## src/hdl/pgw_pkg.sv

```systemverilog
// Package: widths, pipeline records, sqrt step and Gaussian table for the particle weight block
`timescale 1ns / 1ps
package pgw_pkg;

  localparam int EXP_TABLE_BITS = 8;
  localparam int SPAN_LOG2      = 3;
  localparam int TABLE_LEN      = (1 << EXP_TABLE_BITS) + 1;
  localparam int IDX_W          = EXP_TABLE_BITS + 1;
  localparam int COORD_W        = 32;
  localparam int DIFF_W         = 33;
  localparam int RAD_W          = 66;
  localparam int ROOT_W         = 33;
  localparam int SQ_N           = 33;
  localparam int DIV_N          = 16 + SPAN_LOG2;
  localparam int REM_W          = ROOT_W + 16;
  localparam int CMP_W          = ROOT_W + DIV_N;
  localparam int P_W            = DIV_N + EXP_TABLE_BITS - SPAN_LOG2;
  localparam int WEIGHT_W       = 17;
  localparam logic [WEIGHT_W-1:0] WEIGHT_ONE = WEIGHT_W'(65536);
  localparam logic [31:0] RADIUS_RST = 32'd65536;
  localparam logic [WEIGHT_W-1:0] FLOOR_RST = WEIGHT_W'(655);
  localparam logic [63:0] Q31_ONE = 64'd1 << 31;

  localparam logic ADDR_RADIUS = 1'b0;
  localparam logic ADDR_FLOOR  = 1'b1;

  typedef logic [31:0] rom_t [TABLE_LEN];

  typedef struct packed {
    logic [RAD_W-1:0] rad_d;
    logic [RAD_W-1:0] rad_s;
  } rad_pair_t;

  typedef struct packed {
    logic [RAD_W-1:0] rem;
    logic [RAD_W-1:0] res;
  } sq_t;

  typedef struct packed {
    logic               in_rad;
    logic               szero;
    logic               far;
    logic [ROOT_W-1:0]  sigma;
    logic [REM_W-1:0]   rem;
    logic [DIV_N-1:0]   quo;
  } dv_t;

  function automatic rom_t build_rom();
    logic [63:0] y, term, q, q2, g, r;
    rom_t rom;
    y = 64'd1 << (36 - 2 * EXP_TABLE_BITS);
    term = Q31_ONE;
    q = Q31_ONE;
    for (int k = 1; k <= 24; k++) begin
      term = ((term * y) >> 31) / 64'(k);
      if (k % 2 == 1) q = q - term;
      else q = q + term;
    end
    q2 = (q * q) >> 31;
    g = Q31_ONE;
    r = q;
    rom[0] = g[31:0];
    for (int i = 1; i < TABLE_LEN; i++) begin
      g = (g * r) >> 31;
      r = (r * q2) >> 31;
      rom[i] = g[31:0];
    end
    return rom;
  endfunction

  localparam rom_t GAUSS_ROM = build_rom();

  function automatic sq_t sqrt_step(sq_t s, logic [RAD_W-1:0] b);
    logic [RAD_W:0] t;
    sq_t o;
    t = {1'b0, s.res} + {1'b0, b};
    if ({1'b0, s.rem} >= t) begin
      o.rem = s.rem - t[RAD_W-1:0];
      o.res = (s.res >> 1) + b;
    end else begin
      o.rem = s.rem;
      o.res = s.res >> 1;
    end
    return o;
  endfunction

endpackage

```

## src/hdl/pgw_queue.sv

```systemverilog
// Short request queue between the front and back parts
`timescale 1ns / 1ps
module pgw_queue import pgw_pkg::*; (
  input  logic      clk,
  input  logic      rst,
  input  logic      push,
  input  rad_pair_t wdata,
  input  logic      pop,
  output rad_pair_t rdata,
  output logic      full,
  output logic      empty
);
  localparam int DEPTH = 4;
  localparam int PTR_W = $clog2(DEPTH);

  rad_pair_t mem [DEPTH];
  logic [PTR_W-1:0] wptr, rptr;
  logic [PTR_W:0]   count;

  assign full  = (count == (PTR_W+1)'(DEPTH));
  assign empty = (count == '0);
  assign rdata = mem[rptr];

  always_ff @(posedge clk) begin
    if (push) mem[wptr] <= wdata;
  end

  always_ff @(posedge clk) begin
    if (rst) begin
      wptr  <= '0;
      rptr  <= '0;
      count <= '0;
    end else begin
      if (push) wptr <= wptr + 1'b1;
      if (pop) rptr <= rptr + 1'b1;
      if (push && !pop) count <= count + 1'b1;
      else if (!push && pop) count <= count - 1'b1;
    end
  end
endmodule

```

## config.mk

```make
export PLATFORM = sky130hd
export DESIGN_NAME = pgw_queue
export DESIGN_NICKNAME = d
export VERILOG_FILES = /design/src/hdl/pgw_pkg.sv /design/src/hdl/pgw_queue.sv
export SDC_FILE = /design/constraint.sdc
export NUM_CORES = 1
export LEC_CHECK = 0
export BUFFER_PORTS_ARGS = -buffer_cell sky130_fd_sc_hd__buf_2
export CORE_ASPECT_RATIO = 1.5
export CORE_MARGIN = 2
export CORE_UTILIZATION = 50
export DETAILED_ROUTE_END_ITERATION = 10
export GPL_TIMING_DRIVEN = 0
export PLACE_DENSITY = 0.77
export SYNTH_ARGS = -nofsm -noshare
export SYNTH_HDL_FRONTEND = slang
export SYNTH_SLANG_ARGS = --single-unit
```

## constraint.sdc

```tcl
create_clock -name clk -period 12 [get_ports clk]
set_input_delay 1.2 -clock clk [delete_from_list [all_inputs] [get_ports clk]]
set_output_delay 1.2 -clock clk [all_outputs]
set_load 0.01 [all_outputs]
```

# Yosys cells after proc, flatten, opt, wreduce, memory -nomap -nowiden
# Memory sizes are Yosys's and may differ from the RTL's. A register that Yosys moved wholly into a read port is not among the register bits.
# Index checks and enable logic that the tools add are counted.
[totals]
ff_bits = 7
latch_bits = 0
ramBits = 528
rom_bits = 0
out_inout_bits = 134
n_memories = 1
[memory_table]
columns = ["name", "depth", "word_bits", "read_ports", "rd_ports_with_merged_regs", "wr", "line_no", "source"]
rows = [
  ["mem", 4, 132, 1, 1, 1, "pgw_queue.sv:16", "rad_pair_t mem [DEPTH];"],
]
[classes]
addsub = 4
n_mul = 0
n_div = 0
order_cmp = 0
n_eq_ne = 1
shift = 0
mux = 6
bitwise_logic = 0
n_reduce_logical = 6
[op_table]
columns = ["cell", "count"]
rows = [
  ["2-to-1 mux 3 bit", 2],
  ["adder 2 x 1 -> 2 bit (second input constant)", 2],
  ["2-to-1 mux 2 bit", 2],
  ["adder 3 x 1 -> 3 bit (second input constant)", 1],
  ["equality test 3 bit (second input constant)", 1],
  ["zero test 3 bit", 1],
  ["subtractor 3 x 1 -> 3 bit (second input constant)", 1],
  ["logical AND 1 bit", 2],
  ["zero test 1 bit", 2],
  ["2-to-1 mux 1 bit", 2],
  ["nonzero test 2 bit", 1],
]

# Logic depth before layout (Yosys ltp)
[logic_depth]
ltp_word = 4
mapped_depth = 7

# Least setup slack after synthesis
# OpenSTA, ideal clock, no wires.
[synth_path]
path_kind = "input port to flip-flop"
from = "input port push"
to = "memory mem[0][0] in the netlist's numbering, enable pin"
arrival_time_ps = 4222
setup_slack_ps = 7272
path_stages = 1
n_path_buf = 0
path_cell_list = "and2_1"
[synth_between]
elab_chain_cells = 2
[synth_rtl]
columns = ["item", "line_no", "source"]
rows = [
  ["start, declared", "pgw_queue.sv:6", "input logic push,"],
  ["2-to-1 mux 1 bit", "pgw_queue.sv:25", "if (push) mem[wptr] <= wdata;"],
  ["2-to-1 mux 1 bit (implied by the code)", "pgw_queue.sv:25", ""],
  ["end, declared", "pgw_queue.sv:16", ""],
]
# No other way between the ends.

==> impl_metrics.toml <==
[global_routing]
globalRouteTotalUtil_pct = 18.0
grt_remaining_overflow = 0
grt_pass1_vias = 9458
grt.met2_usage_pct = 32.2
gr-usage-met1_pct = 20.4
grt-busiest-layer = "met2"
grt_pass1_wl_um = 54000
met3_usage_pct = 4.64
grt_start_max_net_pins = 54
grt_antenna_before_repair = 6

[timing]
report.final.setup_viol = 0
setup_repair_after_global_routing_missed_its_margin = "false"
fin_tns_setup_ps = 0
report.final.hold_viol_count = 0
final.min_clock_period_ps = 3530
worst_margin_pin_slew_ps = 774
fmaxAchievable_mhz = 283
slew_headroom_pct = 48.4
min_period_over_period_pct = 29.4
slew_violations = 0
timing.clock.skew_ps = 14.3

[clock_tree]
cts_tree = "yes"
numCtsBuffers = 47
cts-resized-gates = 0
cts.reportedPaths.clkPinSlew_ps = 60
source_to_sink_clock_delay_at_the_later_pin_of_the_worst_skew_pair_ps = 550
post_cts_setup_inserts = 0
clock_buffer_depth = 3
hold_buffer_count_at_cts = 0
cts_sinks = 537
clock-root-buffer = "clkbuf_16"
cts.htree.levels = 2

[worst_setup_path]
timing.critical_path.from_type = "flop"
worst-endpoint-required_ps = 10800
cp_max_fo = 10
cell_depth_of_the_worst_flop_to_flop_path = 4
critical_path.endpoint_type = "output pin"
reg2reg_to = "mem[2][117]"
worstSetupEndpoint = "rdata[96]"
critical_path_arrival_ps = 2330
worst-setup-path-type = "flop to output pin"
timing.rr.start = "wptr[0]"
worst-r2r-setup-slack_ps = 10010

[floorplanning]
site_row_count = 88
die-height_um = 246
io_pins = 270
placeableCoreArea_um2 = 38400
dieWidth_um = 165
start_util_pct = 50.7
die_outline_area_um2 = 40600

[yosys]
ys.warnings.count = 0
netlist_area_um2 = 19500
synth.distinct_cells = 20
yosysSeqAreaShare_pct = 82.4
synth_edf_count = 528
synth_flop_cell = "edfxtp_1"
post_synth.cell_area_avg_um2 = 26.5
synth-async-reset-ratio_pct = 0
syn_nets = 876
netlist_instances = 734
ys_ff_latch = 537

[pwr]
design_power_total_mw = 4.05
combinationalPowerShare_pct = 10.0
vdd_ir_drop_max_uv = 145
internal-power_mw = 3.19
power-per-cell-area_nw_per_um2 = 175
power.clock.fraction_pct = 36.3
p_sw_mw = 0.860
power_switching_share_pct = 21.2
total_leakage_power_nw = 7.80
pwr-share-seq_pct = 53.6

[drt]
dr_total_vias = 8743
detail_route.first_pass.iterations = 4
antenna_left = 0
post_detailed_route_wirelength_per_cell_um = 22.9
finalWirelength_um = 36400
detail_route.drc_violations = 0
viasPerCell = 5.50
drt_iter0_markers = 631

[layout]
nFillCells = 2631
layout_overhead_on_the_synthesized_area_pct = 19.2
final_nets = 1203
multi_input_comb_area_um2 = 3210
regArea_um2 = 16000
final_layout_size_suffix_gt1_share_pct = 46.1

[place]
buffer_ports.inserted = 268
dp.final_hpwl_um = 23200
routabilityCongestion = 0.721

[status]
status = "finished clean"

[run]
drv_cap = 0

[worst_hold_path]
hold_path_class = "flop to flop"
synth_stat cells, drive strengths merged, types with 2 or more instances:
| cell type | n | area, um2 |
|---|---|---|
| and2 | 4 | 25.0 |
| buf | 25 | 188 |
| clkbuf | 6 | 22.5 |
| dfxtp | 9 | 180 |
| edfxtp | 528 | 15900 |
| ha | 5 | 62.6 |
| inv | 4 | 15.0 |
| mux2i | 2 | 20.0 |
| mux4 | 132 | 2970 |
| nor2 | 7 | 26.3 |
| xnor2 | 2 | 17.5 |
| xor2 | 3 | 26.3 |
state kept, by name, summed over array words and instances (netlist names), named ones only:
name,flops
rptr,2
mem,528
wptr,2
count,3
placed cells by master (no fill, tap or decap), drive strengths merged, types with 5 or more instances in the layout:
| master | n |
|---|---|
| bufinv | 5 |
| clkbuf | 63 |
| inv | 5 |
| edfxtp | 528 |
| nor2 | 7 |
| ha | 5 |
| mux4 | 132 |
| clkinv | 14 |
| dfxtp | 9 |
| buf | 303 |
worst max-delay path, stage by stage, from the launching register on:
cell,delay (ps)
dfxtp_1,300
buf_2,220
buf_2,340
buf_2,350
mux4_2,390
buf_2,170
power groups by stage:
stage | registers, mW | logic, mW | clock network [mW]
CTS | 2.18 | 0.417 | 1.50
floorplan | 2.22 | 0.235 | 0
finish | 2.17 | 0.406 | 1.47
global placement | 2.23 | 0.394 | 0
global route | 2.18 | 0.440 | 1.58
detailed placement | 2.22 | 0.414 | 0
stage by stage:
stage | instances | setup WS [ps] | instance area, um2 | util [%] | hold WS, ps
after floorplan | 734 | 7270 | 19500 | - | 466
after global placement | 1497 | 4670 | 21400 | 55.8 | 492
after detailed placement | 1507 | 9030 | 21700 | 56.4 | 519
after CTS | 1588 | 8440 | 23200 | 60.3 | 540
after global routing | 1591 | 8400 | 23200 | 60.4 | 580
final | 1591 | 8470 | 23200 | 60.4 | 532
final cells by class:
class	instances	area share, %
timing repair buffer	278	6.84
clock buffer	57	5.42
inverter	4	0.0647
antenna	3	0.0324
clock inverter	24	1.09
sequential	537	69.1
tap	495	2.67
multi-input combinational	162	13.9
buffer	31	0.906
layer usage:
metal / share of wire [%] / up-vias
li1: - / 3829
met1: 35 / 4518
met5: 0.11 / -
met2: 54 / 295
met3: 7.0 / 95
met4: 4.0 / 6
worst min path at each step:
stage               slack (ps)  cells after the start       end      from
floorplan                  470                      2  count[2]  count[2]
global placement           490                      2  count[2]  count[2]
detailed placement         520                      2   rptr[1]   rptr[1]
CTS                        540                      2  count[2]  count[2]
global route               580                      2  count[2]  count[2]
finish                     530                      2  count[2]  count[2]
cell families (layout without fill, tap and decap cells):
logic type / after synthesis / in the layout / share of synthesized area [%]
fa+ha+maj: 6 / 6 / 0.424
other cells: 0 / 3 / 0
simple gates: 15 / 15 / 0.379
buf+inv: 35 / 394 / 1.16
mux: 134 / 134 / 15.4
xor+xnor: 5 / 5 / 0.225
flops: 537 / 537 / 82.4
compound gates: 2 / 2 / 0.0514
No activity file was read; power rests on OpenSTA's default activity.
